**config.mk**
```make
export PLATFORM = sky130hd
export DESIGN_NAME = rotated_pixel_format_writer_top_flat
export DESIGN_NICKNAME = d
export VERILOG_FILES = /design/src/rtl/rpfw_pkg.sv /design/src/rtl/rpfw_ifs.sv /design/src/rtl/rpfw_cfg_regs.sv /design/src/rtl/rpfw_color_pack.sv /design/src/rtl/rpfw_addr_calc.sv /design/src/rtl/rotated_pixel_format_writer_top.sv /design/src/flat_wrapper.sv
export VERILOG_INCLUDE_DIRS = /design/src /design/src/rtl
export SDC_FILE = /design/constraint.sdc
export NUM_CORES = 1
export LEC_CHECK = 0
export BUFFER_PORTS_ARGS = -buffer_cell sky130_fd_sc_hd__buf_2
export CAP_MARGIN = 25
export CORE_ASPECT_RATIO = 0.5
export CORE_MARGIN = 8
export CORE_UTILIZATION = 40
export CTS_BUF_LIST = sky130_fd_sc_hd__clkbuf_2 sky130_fd_sc_hd__clkbuf_4 sky130_fd_sc_hd__clkbuf_8
export DETAILED_ROUTE_END_ITERATION = 7
export PLACE_DENSITY = 0.54
export SLEW_MARGIN = 25
export SYNTH_ARGS = -nofsm -noshare
export SYNTH_HDL_FRONTEND = slang
export SYNTH_SLANG_ARGS = --single-unit
```
**constraint.sdc**
```tcl
create_clock -name clk -period 14.1 [get_ports clk]
set_clock_uncertainty 0.15 [all_clocks]
set_input_delay 1.41 -clock clk [delete_from_list [all_inputs] [get_ports clk]]
set_output_delay 1.41 -clock clk [all_outputs]
set_load 0.05 [all_outputs]
```
**src/rtl/rotated_pixel_format_writer_top_defines.svh**
```systemverilog
// Assertion macros for the rotated pixel format writer
`ifndef ROTATED_PIXEL_FORMAT_WRITER_TOP_DEFINES_SVH
`define ROTATED_PIXEL_FORMAT_WRITER_TOP_DEFINES_SVH

`ifndef SYNTHESIS
`define RPFW_ASSERT_SAME(label, clk, rst_n, ante, cons) \
	label: assert property (@(posedge clk) disable iff (!rst_n) (ante) |-> (cons)) \
		else $error("rpfw assertion failed");
`define RPFW_ASSERT_NEXT(label, clk, rst_n, ante, cons) \
	label: assert property (@(posedge clk) disable iff (!rst_n) (ante) |=> (cons)) \
		else $error("rpfw assertion failed");
`else
`define RPFW_ASSERT_SAME(label, clk, rst_n, ante, cons)
`define RPFW_ASSERT_NEXT(label, clk, rst_n, ante, cons)
`endif

`endif

```
**src/rtl/rpfw_pkg.sv**
```systemverilog
// Types, constants and register codes shared by the pixel writer files
package rpfw_pkg;

	localparam int unsigned ADDR_W     = 24;
	localparam int unsigned OFF_W      = 31;
	localparam int unsigned POS_W      = 12;
	localparam int unsigned DIM_W      = 13;
	localparam int unsigned STRIDE_W   = 14;
	localparam int unsigned BUF_W      = 25;
	localparam int unsigned PIX_W      = 32;
	localparam int unsigned PBITS_W    = 6;
	localparam int unsigned SBYTES_W   = 3;
	localparam int unsigned CFG_ADDR_W = 4;
	localparam int unsigned CFG_DATA_W = 25;
	localparam int unsigned CRD_W      = 15;

	typedef enum logic [1:0] {
		ROT_0   = 2'd0,
		ROT_90  = 2'd1,
		ROT_180 = 2'd2,
		ROT_270 = 2'd3
	} rot_t;

	localparam logic [PBITS_W-1:0] PB_RGB565   = 6'd16;
	localparam logic [PBITS_W-1:0] PB_RGB666   = 6'd18;
	localparam logic [PBITS_W-1:0] PB_RGB888   = 6'd24;
	localparam logic [PBITS_W-1:0] PB_RGBA8888 = 6'd32;

	localparam logic [SBYTES_W-1:0] SB_MIN = 3'd2;
	localparam logic [SBYTES_W-1:0] SB_MID = 3'd3;
	localparam logic [SBYTES_W-1:0] SB_MAX = 3'd4;

	localparam logic [CFG_ADDR_W-1:0] REG_ROTATION     = 4'd0;
	localparam logic [CFG_ADDR_W-1:0] REG_PIXEL_BITS   = 4'd1;
	localparam logic [CFG_ADDR_W-1:0] REG_STORE_BYTES  = 4'd2;
	localparam logic [CFG_ADDR_W-1:0] REG_RED_FIRST    = 4'd3;
	localparam logic [CFG_ADDR_W-1:0] REG_PANEL_WIDTH  = 4'd4;
	localparam logic [CFG_ADDR_W-1:0] REG_PANEL_HEIGHT = 4'd5;
	localparam logic [CFG_ADDR_W-1:0] REG_LINE_STRIDE  = 4'd6;
	localparam logic [CFG_ADDR_W-1:0] REG_BUFFER_BYTES = 4'd7;

	typedef struct packed {
		rot_t                rotation;
		logic [PBITS_W-1:0]  pixel_bits;
		logic [SBYTES_W-1:0] store_bytes;
		logic                red_first;
		logic [DIM_W-1:0]    panel_width;
		logic [DIM_W-1:0]    panel_height;
		logic [STRIDE_W-1:0] line_stride;
		logic [BUF_W-1:0]    buffer_bytes;
	} cfg_t;

	localparam cfg_t CFG_RESET = '{
		rotation:     ROT_0,
		pixel_bits:   6'd32,
		store_bytes:  3'd4,
		red_first:    1'b1,
		panel_width:  13'd640,
		panel_height: 13'd480,
		line_stride:  14'd2560,
		buffer_bytes: 25'd1228800
	};

endpackage

```
**src/rtl/rpfw_ifs.sv**
```systemverilog
// Handshake interfaces for pixel input, framebuffer write output and config writes
interface rpfw_pixel_if;
	import rpfw_pkg::*;
	logic             valid;
	logic             ready;
	logic [POS_W-1:0] pos_x;
	logic [POS_W-1:0] pos_y;
	logic [PIX_W-1:0] rgba_in;
	modport source (output valid, output pos_x, output pos_y, output rgba_in, input ready);
	modport sink (input valid, input pos_x, input pos_y, input rgba_in, output ready);
endinterface

interface rpfw_write_if;
	import rpfw_pkg::*;
	logic                valid;
	logic                ready;
	logic [ADDR_W-1:0]   byte_offset;
	logic [PIX_W-1:0]    write_data;
	logic [SBYTES_W-1:0] write_bytes;
	modport source (output valid, output byte_offset, output write_data, output write_bytes,
		input ready);
	modport sink (input valid, input byte_offset, input write_data, input write_bytes,
		output ready);
endinterface

interface rpfw_cfg_if;
	import rpfw_pkg::*;
	logic                  valid;
	logic                  ready;
	logic [CFG_ADDR_W-1:0] addr;
	logic [CFG_DATA_W-1:0] data;
	modport source (output valid, output addr, output data, input ready);
	modport sink (input valid, input addr, input data, output ready);
endinterface

```
**src/rtl/rpfw_cfg_regs.sv**
```systemverilog
// Configuration register file written through the config channel
module rpfw_cfg_regs (
	input  logic            clk,
	input  logic            arst_n,
	rpfw_cfg_if.sink        cfg,
	output rpfw_pkg::cfg_t  regs
);
	import rpfw_pkg::*;

	cfg_t regs_q;

	assign cfg.ready = 1'b1;
	assign regs      = regs_q;

	always_ff @(posedge clk or negedge arst_n) begin
		if (!arst_n) begin
			regs_q <= CFG_RESET;
		end else if (cfg.valid && cfg.ready) begin
			case (cfg.addr)
				REG_ROTATION:     regs_q.rotation     <= rot_t'(cfg.data[1:0]);
				REG_PIXEL_BITS:   regs_q.pixel_bits   <= cfg.data[PBITS_W-1:0];
				REG_STORE_BYTES:  regs_q.store_bytes  <= cfg.data[SBYTES_W-1:0];
				REG_RED_FIRST:    regs_q.red_first    <= cfg.data[0];
				REG_PANEL_WIDTH:  regs_q.panel_width  <= cfg.data[DIM_W-1:0];
				REG_PANEL_HEIGHT: regs_q.panel_height <= cfg.data[DIM_W-1:0];
				REG_LINE_STRIDE:  regs_q.line_stride  <= cfg.data[STRIDE_W-1:0];
				REG_BUFFER_BYTES: regs_q.buffer_bytes <= cfg.data[BUF_W-1:0];
				default: begin
				end
			endcase
		end
	end

endmodule

```
**src/rtl/rpfw_color_pack.sv**
```systemverilog
// Colour packing: RGB565, spread 6-6-6, 8-8-8 or pass-through; alpha fills the top byte, ORed with red on pass-through
module rpfw_color_pack (
	input  rpfw_pkg::cfg_t            regs,
	input  logic [rpfw_pkg::PIX_W-1:0] rgba,
	output logic [rpfw_pkg::PIX_W-1:0] packed_px
);
	import rpfw_pkg::*;

	logic [7:0] r, g, b, a, hi, lo;

	assign r  = rgba[31:24];
	assign g  = rgba[23:16];
	assign b  = rgba[15:8];
	assign a  = rgba[7:0];
	assign hi = regs.red_first ? r : b;
	assign lo = regs.red_first ? b : r;

	always_comb begin
		case (regs.pixel_bits)
			PB_RGB565:   packed_px = {a, 8'h00, hi[7:3], g[7:2], lo[7:3]};
			PB_RGB666:   packed_px = {a, g[3:2], hi[7:2], lo[5:2], g[7:4], 6'b0, lo[7:6]};
			PB_RGB888,
			PB_RGBA8888: packed_px = {a, hi, g, lo};
			default:     packed_px = {rgba[31:24] | a, rgba[23:0]};
		endcase
	end

endmodule

```
**src/rtl/rpfw_addr_calc.sv**
```systemverilog
// Rotation, byte offset and buffer bounds check for one pixel
module rpfw_addr_calc (
	input  rpfw_pkg::cfg_t              regs,
	input  logic [rpfw_pkg::POS_W-1:0]  pos_x,
	input  logic [rpfw_pkg::POS_W-1:0]  pos_y,
	output logic [rpfw_pkg::ADDR_W-1:0] offset,
	output logic                        keep
);
	import rpfw_pkg::*;

	logic signed [CRD_W-1:0]        x_s, y_s, w_s, h_s, col, row;
	logic signed [2*CRD_W-1:0]      row_prod;
	logic signed [CRD_W+SBYTES_W:0] col_prod;
	logic signed [OFF_W-1:0]        off, limit;
	logic                           sb_ok;

	assign x_s = {{(CRD_W-POS_W){1'b0}}, pos_x};
	assign y_s = {{(CRD_W-POS_W){1'b0}}, pos_y};
	assign w_s = {{(CRD_W-DIM_W){1'b0}}, regs.panel_width};
	assign h_s = {{(CRD_W-DIM_W){1'b0}}, regs.panel_height};

	always_comb begin
		case (regs.rotation)
			ROT_90: begin
				col = y_s;
				row = h_s - x_s - 15'sd1;
			end
			ROT_180: begin
				col = w_s - x_s - 15'sd1;
				row = h_s - y_s - 15'sd1;
			end
			ROT_270: begin
				col = w_s - y_s - 15'sd1;
				row = x_s;
			end
			default: begin
				col = x_s;
				row = y_s;
			end
		endcase
	end

	assign row_prod = row * $signed({{(CRD_W-STRIDE_W){1'b0}}, regs.line_stride});
	assign col_prod = col * $signed({1'b0, regs.store_bytes});

	assign off = {{(OFF_W-2*CRD_W){row_prod[2*CRD_W-1]}}, row_prod}
		+ {{(OFF_W-CRD_W-SBYTES_W-1){col_prod[CRD_W+SBYTES_W]}}, col_prod};
	assign limit = {{(OFF_W-BUF_W){1'b0}}, regs.buffer_bytes}
		- {{(OFF_W-3){1'b0}}, regs.pixel_bits[5:3]};

	assign sb_ok  = (regs.store_bytes == SB_MIN) || (regs.store_bytes == SB_MID)
		|| (regs.store_bytes == SB_MAX);
	assign keep   = sb_ok && !off[OFF_W-1] && (off[OFF_W-2:ADDR_W] == '0) && !(off > limit);
	assign offset = off[ADDR_W-1:0];

endmodule

```
**src/rtl/rotated_pixel_format_writer_top.sv**
```systemverilog
// An accepted pixel is held in the input register, then its write in the result register.
// Throughput: one pixel per cycle; ready drops only when both stages hold and output stalls.
// Dropped pixels (out of buffer, negative offset, bad store size) give no write.
// Reset clears both stage valids and loads the default configuration.
// Config writes are taken every cycle and apply to pixels still in the input stage.
`include "rotated_pixel_format_writer_top_defines.svh"

module rotated_pixel_format_writer_top (
	input  logic        clk,
	input  logic        arst_n,
	rpfw_pixel_if.sink  pix,
	rpfw_write_if.source wr,
	rpfw_cfg_if.sink    cfg
);
	import rpfw_pkg::*;

	cfg_t                regs;
	logic                valid_s1, valid_s2;
	logic                adv_s1, adv_s2;
	logic [POS_W-1:0]    pos_x_s1, pos_y_s1;
	logic [PIX_W-1:0]    rgba_s1;
	logic [ADDR_W-1:0]   offset_c, offset_s2;
	logic [PIX_W-1:0]    data_c, data_s2;
	logic [SBYTES_W-1:0] bytes_s2;
	logic                keep_c;

	rpfw_cfg_regs u_cfg (
		.clk    (clk),
		.arst_n (arst_n),
		.cfg    (cfg),
		.regs   (regs)
	);

	rpfw_addr_calc u_addr (
		.regs   (regs),
		.pos_x  (pos_x_s1),
		.pos_y  (pos_y_s1),
		.offset (offset_c),
		.keep   (keep_c)
	);

	rpfw_color_pack u_pack (
		.regs      (regs),
		.rgba      (rgba_s1),
		.packed_px (data_c)
	);

	assign adv_s2    = !valid_s2 || wr.ready;
	assign adv_s1    = !valid_s1 || adv_s2;
	assign pix.ready = adv_s1;

	always_ff @(posedge clk or negedge arst_n) begin
		if (!arst_n) begin
			valid_s1 <= 1'b0;
			valid_s2 <= 1'b0;
		end else begin
			if (adv_s1) begin
				valid_s1 <= pix.valid;
			end
			if (adv_s2) begin
				valid_s2 <= valid_s1 && keep_c;
			end
		end
	end

	always_ff @(posedge clk) begin
		if (adv_s1 && pix.valid) begin
			pos_x_s1 <= pix.pos_x;
			pos_y_s1 <= pix.pos_y;
			rgba_s1  <= pix.rgba_in;
		end
		if (adv_s2 && valid_s1) begin
			offset_s2 <= offset_c;
			data_s2   <= data_c;
			bytes_s2  <= regs.store_bytes;
		end
	end

	assign wr.valid       = valid_s2;
	assign wr.byte_offset = offset_s2;
	assign wr.write_data  = data_s2;
	assign wr.write_bytes = bytes_s2;

	`RPFW_ASSERT_SAME(a_stall_only_when_full, clk, arst_n, !pix.ready, valid_s1 && valid_s2 && !wr.ready)
	`RPFW_ASSERT_SAME(a_write_size_legal, clk, arst_n, valid_s2, (bytes_s2 == SB_MIN) || (bytes_s2 == SB_MID) || (bytes_s2 == SB_MAX))
	`RPFW_ASSERT_NEXT(a_accept_fills_s1, clk, arst_n, pix.valid && pix.ready, valid_s1)

endmodule

```
**src/flat_wrapper.sv**
```systemverilog
// flat-port wrapper written by rule: the top's interface ports become plain ports
module rotated_pixel_format_writer_top_flat import rpfw_pkg::*;
  (clk, arst_n, pix_valid, pix_pos_x, pix_pos_y, pix_rgba_in, pix_ready, wr_valid, wr_byte_offset, wr_write_data, wr_write_bytes, wr_ready, cfg_valid, cfg_addr, cfg_data, cfg_ready);
  rpfw_pixel_if pix_i ();
  rpfw_write_if wr_i ();
  rpfw_cfg_if cfg_i ();
  input  logic clk;
  input  logic arst_n;
  input wire logic [$bits(pix_i.valid)-1:0] pix_valid;
  input wire logic [$bits(pix_i.pos_x)-1:0] pix_pos_x;
  input wire logic [$bits(pix_i.pos_y)-1:0] pix_pos_y;
  input wire logic [$bits(pix_i.rgba_in)-1:0] pix_rgba_in;
  output wire logic [$bits(pix_i.ready)-1:0] pix_ready;
  output wire logic [$bits(wr_i.valid)-1:0] wr_valid;
  output wire logic [$bits(wr_i.byte_offset)-1:0] wr_byte_offset;
  output wire logic [$bits(wr_i.write_data)-1:0] wr_write_data;
  output wire logic [$bits(wr_i.write_bytes)-1:0] wr_write_bytes;
  input wire logic [$bits(wr_i.ready)-1:0] wr_ready;
  input wire logic [$bits(cfg_i.valid)-1:0] cfg_valid;
  input wire logic [$bits(cfg_i.addr)-1:0] cfg_addr;
  input wire logic [$bits(cfg_i.data)-1:0] cfg_data;
  output wire logic [$bits(cfg_i.ready)-1:0] cfg_ready;
  assign pix_i.valid = pix_valid;
  assign pix_i.pos_x = pix_pos_x;
  assign pix_i.pos_y = pix_pos_y;
  assign pix_i.rgba_in = pix_rgba_in;
  assign pix_ready = pix_i.ready;
  assign wr_valid = wr_i.valid;
  assign wr_byte_offset = wr_i.byte_offset;
  assign wr_write_data = wr_i.write_data;
  assign wr_write_bytes = wr_i.write_bytes;
  assign wr_i.ready = wr_ready;
  assign cfg_i.valid = cfg_valid;
  assign cfg_i.addr = cfg_addr;
  assign cfg_i.data = cfg_data;
  assign cfg_ready = cfg_i.ready;
  rotated_pixel_format_writer_top u_core (.clk(clk), .arst_n(arst_n), .pix(pix_i), .wr(wr_i), .cfg(cfg_i));
endmodule
```
==> results of run 1 <==
[final timing paths]
check | cells after the start | start | slack, ns | endpoint
worst max-delay path | 42 | u_core.u_cfg.regs[75] | 1.31 | u_core.wr.valid
worst min-delay path | 1 | u_core.rgba_s1[7] | 0.38 | u_core.wr.write_data[31]
worst max register to register | 42 | u_core.u_cfg.regs[75] | 1.31 | u_core.wr.valid
worst min register to register | 1 | u_core.rgba_s1[7] | 0.38 | u_core.wr.write_data[31]
max in group asynchronous | 2 | arst_n | 12.11 | u_core.u_cfg.regs[49]
min in group asynchronous | 1 | arst_n | 0.69 | u_core.u_cfg.regs[70]
[stage by stage]
step	util, %	worst slack, ns	cells	instance area (µm²)	hold slack [ns]
final	43.89	1.313	3083	24190	0.3803
after CTS	43.84	1.422	3082	24160	0.3841
after global routing	43.89	0.4346	3082	24180	0.3994
after floorplan	-	2.606	2208	22140	0.2731
after detailed placement	43.00	1.447	3050	23690	0.3560
after global placement	42.99	1.724	3050	23690	0.3385
[routing by layer]
metal	part of all wire, %	up-vias
met4	1.7	2
met5	0.016	-
met1	48	7904
met2	42	471
li1	-	7493
met3	8.5	63
[layout by cell type, fill, tap and decap left out, types with 9 or more instances in the layout]
master    synthesis  routed
a211oi_1         13      13
a21boi_0         14      14
a21o_1           32      32
a21oi_1          55      51
a31oi_1           9       9
and2_1           88      87
and3_1           23      23
buf_2             4     149
buf_4             1      21
clkbuf_8          0      17
dfrtp_1          64      64
dfstp_2          15      15
edfxtp_1        115     115
fa_1            280     280
ha_1            177     177
inv_1           404     403
mux2_2           79      79
mux2i_1          45      45
nand2_1         189     189
nand2b_1         14      14
nand3_1          33      33
nand4_1          14      14
nor2_1           75      74
nor2b_1          17      16
nor3_1           26      26
nor4_1           11      11
o211ai_1         11      11
o21a_1           17      17
o21ai_0          60      60
o21ai_1          15      14
o221ai_1         17      17
or3_1            10      10
xnor2_1          59      58
xor2_1           26      26
[flip-flops by register name, summed over array words and instances (netlist names)]
| name | flops |
|---|---|
| u_core.pos_x_s1 | 12 |
| u_core.pos_y_s1 | 12 |
| u_core.rgba_s1 | 32 |
| u_core.u_cfg.regs | 77 |
| u_core.valid_s1 | 1 |
| u_core.wr.byte_offset | 24 |
| u_core.wr.valid | 1 |
| u_core.wr.write_bytes | 3 |
| u_core.wr.write_data | 32 |
[cell families after synthesis]
kind of cell,after synthesis
AOI/OAI and AO/OA,314
xor gates and xnor gates,85
adders and majority gates,457
buffers and inverters,488
DFF,194
muxes,124
other,1
and+or+nand+nor,545
[layout make-up]
cell class                 instances  area, µm²
inverter                         404       1516
tap                              756      945.9
antenna                            1      2.502
fill                            5435      30920
clock buffer                      17      234.0
multi-input combinational       1526      14910
clock inverter                    15      227.7
sequential                       194       5449
timing repair buffer             170      903.4
[critical path: cells and delay by family, from the launching register on]
family	cells	cell delay, ns
fa+ha+maj	10	4.79
compound gates	14	3.55
simple gates	11	2.94
buf+inv	6	0.45
flops	1	0.43
mux	1	0.37
==> impl_metrics.ini, run 1 <==
[outcome]
status = finished, final reports clean

[grt]
grt_pass1_vias = 16780
gr-usage-met1_pct = 28.90
antenna_found_initial = 7
grt_max_degree = 60
met3_usage_pct = 6.520
grt_pass1_wl_um = 99820
top_usage_layer = met2
met2_usage_pct = 30.12
track_usage_pct = 20.30
globalRouteOverflowTotal = 0

[floorplanning]
die_h_um = 182.4
fp-row-count = 61
core_area_mm2 = 0.05511
start_util_pct = 40.18
io_pins = 152
die_w_um = 348.7
die-area_mm2 = 0.06360

[synthesis]
ys_seq_area_share_pct = 24.61
synth_top_family_by_area = adder cells
synth_top_cell_area_share_pct = 25.32
ys_warn_count = 0
synthSimpleGateAreaFrac_pct = 12.54
syn_nets = 2755
synth.largest_area_cell = fa_1
synthAdderAreaFrac_pct = 35.32
synth_compound_area_share_pct = 9.754
synth-edff-count = 115
synth_cell_type_count = 77
avgSynthCellArea_um2 = 10.03
synth-xor-area-share_pct = 3.362
synth_ff_type = edfxtp_1
synth-seq-cells = 194
async_flop_share_pct = 40.72
synthMuxAreaShare_pct = 6.052
synthTopCellsByArea = fa_1 (25%), edfxtp_1 (16%), ha_1 (10%)
synth_area_mm2 = 0.02214
synth_top_cells_by_count = inv_1 (404), fa_1 (280), nand2_1 (189)
netlist_instances = 2208
synth_most_common_cell = inv_1

[sta]
fmax_ghz = 0.07821
maxSlewHeadroom_pct = 26.62
slew_violations = 0
setup_tns_ns = 0
rsz0062_at_grt = false
setup_viol = 0
finalHoldViolCount = 0
fin_crit_sh_pct = 90.69
period_needed_ns = 12.79
tightestPinTransition_ns = 1.097

[hold_path]
worstHoldPathType = reg -> reg

[layout]
final_nets = 2860
drive_gt1_share_pct = 14.19
areaGrowthSynthToFinish_pct = 9.239

[placement]
dp_hpwl_um = 51330
routabilityCongestion = 0.9251
port_buffers = 150

[detailed_routing]
via_per_inst = 5.168
dr.pass1.iters = 5
drt-total-wl_um = 63110
routedWlPerCell_um = 20.47
vias = 15930
drt_iter0_drc = 1048
drc_errors = 0
antenna_left = 0

[critical_path]
worstSetupPathType = reg -> reg
arrival_ns = 13.05
slowest_stage = nor4_4
end_kind = register
setup.worst_path.start_class = register
worst-path-max-fanout = 17
cpPeakStageDelay_ns = 0.81
cp.required_ns = 14.36

[clocking]
cts-root-buf = clkbuf_8
htreeDepth = 4
postCtsSetupBuffers = 0
postCtsHoldBufs = 0
cts_tree = yes
numCtsBuffers = 17
clk_pin_slew_ns = 0.15
cts_sinks = 194
clock_path_buffers = 2
ctsResizeCount = 0
clk_latency_ns = 0.52

[job]
drv_cap = 0
Power of run 1 is not shown: default switching activity piles up to over one toggle a cycle in this logic, so the estimate is an artifact.
==> run 2, diff against run 1 <==
- BUFFER_PORTS_ARGS: -buffer_cell sky130_fd_sc_hd__buf_2 -> not set
- DONT_BUFFER_PORTS: not set -> 1
- PLACE_DENSITY: 0.54 -> 0.53
- clock period: 14.1 -> 10.7 ns (I/O delays scaled with it)
==> run 2 against run 1 <==
The flow now finishes with violations (setup timing). Wire length rose by 2.1%. Sequential share of layout area down 0.72 points. Final cell count rose by 0.49%. Count of clock-buffer cells in the layout unchanged. Critical path type unchanged.
==> impl_metrics.ini, run 2 (synthesized netlist as in run 1, its figures left out) <==
[clocking]
cts_sinks = 194
cts_tree = yes
htreeDepth = 4
clk_pin_slew_ns = 0.14
cts-root-buf = clkbuf_8
clock_path_buffers = 2
numCtsBuffers = 17
clk_latency_ns = 0.54

[layout]
largest_reg_flops = 77
final_common_cell = inv_1
final_nets = 2873
areaGrowthSynthToFinish_pct = 12.86
multi_input_area_mm2 = 0.01520
final_cell_mix = inv_1 (396), fa_1 (269), nand2_1 (189), buf_4 (175), ha_1 (170)
final_area_mm2 = 0.02499
drive_gt1_share_pct = 16.93
num-fill-cells = 5365
seq_area_mm2 = 0.005449

[floorplanning]
core_area_mm2 = 0.05511
die_w_um = 348.7
die_h_um = 182.4
start_util_pct = 40.18
die-area_mm2 = 0.06360
io_pins = 152
fp-row-count = 61

[sta]
finalHoldViolCount = 0
setup_viol = 1
holdWs_ns = 0.05133
period_needed_ns = 10.92
fmax_ghz = 0.09158
tightestPinTransition_ns = 1.040
rsz0062_at_grt = true
maxSlewHeadroom_pct = 30.19
fin_crit_sh_pct = 102.1
slew_violations = 0
fin_ws_ns = -0.2196

[critical_path]
crit_path_start = u_core.u_cfg.regs[76]
arrival_ns = 11.20
rrSetupSlack_ns = -0.22
worst-path-max-fanout = 4
setup.worst_path.start_class = register
slowest_stage = fa_1
r2r-end = u_core.wr.valid
cp.required_ns = 10.98
worstSetupPathType = reg -> reg
cpMostUsedCell = fa_1
reg2reg_depth = 45
end_kind = register
r2r-start = u_core.u_cfg.regs[76]
cpPeakStageDelay_ns = 0.62

[grt]
gr-usage-met1_pct = 30.11
antenna_found_initial = 13
met3_usage_pct = 6.439
grt_pass1_vias = 16390
grt_max_degree = 80
top_usage_layer = met1
met2_usage_pct = 29.38
globalRouteOverflowTotal = 0
track_usage_pct = 20.47
grt_pass1_wl_um = 99680

[detailed_routing]
drt_iter0_drc = 1245
vias = 16130
dr.pass1.iters = 5
drc_errors = 0
routedWlPerCell_um = 20.80
drt-total-wl_um = 64450
antenna_left = 0
via_per_inst = 5.206

[placement]
routabilityCongestion = 0.8838
place_area_mm2 = 0.02411
place_ws_ns = -0.2987
port_buffers = 0
dp_hpwl_um = 52400

[outcome]
violations = setup timing
status = complete, but fails checks

[job]
drv_cap = 0

[hold_path]
worstHoldPathType = in -> async
-- run 2: per-layer routing --
layer  part of all wire [%]  wire, µm
met1                     48     30860
met3                    9.1      5834
met2                     41     26690
met4                    1.6      1022
met5                  0.073        47
-- run 2: final cells by class --
| type | instances | share of cell area, % |
|---|---|---|
| Inverter | 404 | 6.068 |
| Clock buffer | 17 | 0.9363 |
| Multi-Input combinational cell | 1526 | 60.85 |
| Sequential cell | 194 | 21.81 |
| Clock inverter | 15 | 0.7711 |
| Antenna cell | 3 | 0.03004 |
| Timing Repair Buffer | 183 | 5.758 |
| Tap cell | 756 | 3.785 |
-- run 2: timing repair --
| item | CTS | global route |
|---|---|---|
| buffers inserted | 12 | 7 |
| gates cloned | 0 | 0 |
| hold buffers | 0 | 0 |
| gates resized for setup | 39 | 26 |
| endpoints found under the setup margin | 1 | 1 |
| pin swaps | 32 | 29 |
-- run 2: worst max path at each step --
stage | to | slack, ns | cells after the start
3_5_place_dp | u_core.wr.valid | -0.30 | 44
5_1_grt | u_core.wr.valid | -0.69 | 46
4_1_cts | u_core.wr.valid | -0.08 | 43
2_1_floorplan | u_core.wr.valid | 0.03 | 46
6_report | u_core.wr.valid | -0.22 | 45
3_3_place_gp | u_core.wr.valid | -0.22 | 44
-- run 2: stage by stage --
step	TNS, ns	std cells	util [%]
2_1_floorplan	0	2208	-
3_3_place_gp	-0.2167	3044	43.74
3_5_place_dp	-0.2987	3044	43.75
4_1_cts	-0.07553	3088	45.06
5_1_grt	-0.6859	3098	45.35
6_report	-0.2196	3098	45.35
-- run 2: critical path, delay by kind of cell, from the launching register on --
family                     cells  cell delay [ns]
muxes                          1             0.21
and+or+nand+nor               10             1.85
DFF                            1             0.40
buffers and inverters          8             0.93
xor gates and xnor gates       1             0.12
AOI/OAI and AO/OA             14             2.88
adders and majority gates     11             4.29
Power of run 2 is left out for the same reason.
==> run 3, diff against run 2 <==
- RECOVER_POWER: not set -> 50
==> run 3 against run 2 <==
The run ends with capacitance limit, slew limit, setup timing left. Sequential share of layout area about the same. Non-clock buffer count unchanged. Global-route usage unchanged. Wire length about the same. Final cell count unchanged. Count of clock-buffer cells in the layout unchanged. Critical path depth unchanged. First-iteration DRC count up 1.2%. Via count down 0.13%. Register-to-register slack about the same. Worst setup slack worse by 0.0039 ns. Critical path type unchanged. Critical endpoint unchanged.
==> impl_metrics.ini, run 3 (synthesized netlist as in run 1, its figures left out) <==
[layout]
largest_reg_flops = 77
final_common_cell = inv_1
drive_gt1_share_pct = 16.63
final_nets = 2873
num-fill-cells = 5375
areaGrowthSynthToFinish_pct = 12.71
final_cell_mix = inv_1 (397), fa_1 (269), nand2_1 (189), buf_4 (172), ha_1 (170)

[sta]
setup_viol = 1
tightestPinTransition_ns = 2.211
slew_violations = 60
fmax_ghz = 0.09155
maxSlewHeadroom_pct = -47.74
holdWs_ns = 0.05463
setup_tns_ns = -0.2235
rsz0062_at_grt = true
period_needed_ns = 10.92
fin_crit_sh_pct = 102.1
finalHoldViolCount = 0
fin_ws_ns = -0.2235

[clocking]
htreeDepth = 4
cts-root-buf = clkbuf_8
clk_latency_ns = 0.54
clock_path_buffers = 2
cts_sinks = 194
numCtsBuffers = 17
clk_pin_slew_ns = 0.14
cts_tree = yes
postCtsHoldBufs = 0

[grt]
top_usage_layer = met1
grt_pass1_wl_um = 99680
met3_usage_pct = 6.439
globalRouteOverflowTotal = 0
antenna_found_initial = 13
grt_pass1_vias = 16390
gr-usage-met1_pct = 30.11
track_usage_pct = 20.47
grt_max_degree = 80
met2_usage_pct = 29.38

[placement]
dp_hpwl_um = 52400
port_buffers = 0
routabilityCongestion = 0.8838

[floorplanning]
start_util_pct = 40.18
die-area_mm2 = 0.06360
die_h_um = 182.4
io_pins = 152
fp-row-count = 61
die_w_um = 348.7
core_area_mm2 = 0.05511

[detailed_routing]
antenna_left = 0
drt-total-wl_um = 64410
drc_errors = 0
drt_iter0_drc = 1260
vias = 16110
routedWlPerCell_um = 20.79
via_per_inst = 5.199
dr.pass1.iters = 5

[critical_path]
reg2reg_depth = 45
cpPeakStageDelay_ns = 0.63
r2r-start = u_core.u_cfg.regs[76]
cpMostUsedCell = fa_1
end_kind = register
slowest_stage = fa_1
worst-path-max-fanout = 4
setup.worst_path.start_class = register
arrival_ns = 11.20
rrSetupSlack_ns = -0.22
worstSetupPathType = reg -> reg
cp.required_ns = 10.98
endpoint = u_core.wr.valid
r2r-end = u_core.wr.valid
crit_path_start = u_core.u_cfg.regs[76]

[job]
drv_cap = 3

[hold_path]
worstHoldPathType = in -> async

[outcome]
status = complete, but fails checks
violations = capacitance limit, slew limit, setup timing
-- run 3: changes by cell type in the layout (fill, tap and decap cells not counted) --
cell / change
inv_2: -1
dfstp_2: -1
inv_1: +1
dfstp_1: +1
clkbuf_1: +3
buf_4: -3
nor3b_1: +2
nor3b_4: -2
-- run 3: worst min path at each step --
stage                               start                  endpoint  cells past startpoint
floorplan           u_core.u_cfg.regs[66]  u_core.wr.write_bytes[0]                      0
global placement    u_core.u_cfg.regs[52]     u_core.u_cfg.regs[52]                      1
detailed placement      u_core.rgba_s1[0]  u_core.wr.write_data[24]                      1
CTS                                arst_n      u_core.u_cfg.regs[6]                      0
global route                       arst_n      u_core.u_cfg.regs[6]                      0
finish                             arst_n      u_core.u_cfg.regs[6]                      0
-- run 3: timing repair --
action                     CTS  global route
resized for setup           39            26
setup endpoints to repair    1             1
setup buffers               12             7
pin swaps                   32            29
-- run 3: area by class of cell --
cell class,instances,area (µm²),area share (%)
Inverter,404,1516,6.077
Multi-Input combinational cell,1526,15180,60.84
Tap cell,756,945.9,3.790
Sequential cell,194,5449,21.84
Clock inverter,15,192.7,0.7721
Antenna cell,3,7.507,0.03008
Clock buffer,17,234.0,0.9376
Timing Repair Buffer,183,1428,5.721
-- run 3: metrics by stage --
stage | util, % | cell area (µm²) | setup slack [ns] | std cells
after floorplan | - | 22240 | 0.02665 | 2208
after global placement | 43.74 | 24100 | -0.2167 | 3044
after detailed placement | 43.75 | 24110 | -0.2987 | 3044
after CTS | 45.06 | 24830 | -0.07553 | 3088
after global routing | 45.29 | 24960 | -0.6859 | 3098
final | 45.29 | 24960 | -0.2235 | 3098
-- run 3: routing by layer --
layer  wire length [µm]  share of wire (%)
met1              30900                 48
met2              26750                 42
met3               5793                9.0
met4                922                1.4
met5                 47              0.073
-- run 3: worst max-delay path: cells and delay by family (launching register included) --
family / cells / cell delay (ns)
adders and majority gates: 11 / 4.31
AOI/OAI and AO/OA: 14 / 2.88
and+or+nand+nor: 10 / 1.85
buffers and inverters: 8 / 0.94
DFF: 1 / 0.40
muxes: 1 / 0.21
xor gates and xnor gates: 1 / 0.12
Power of run 3 is left out for the same reason.
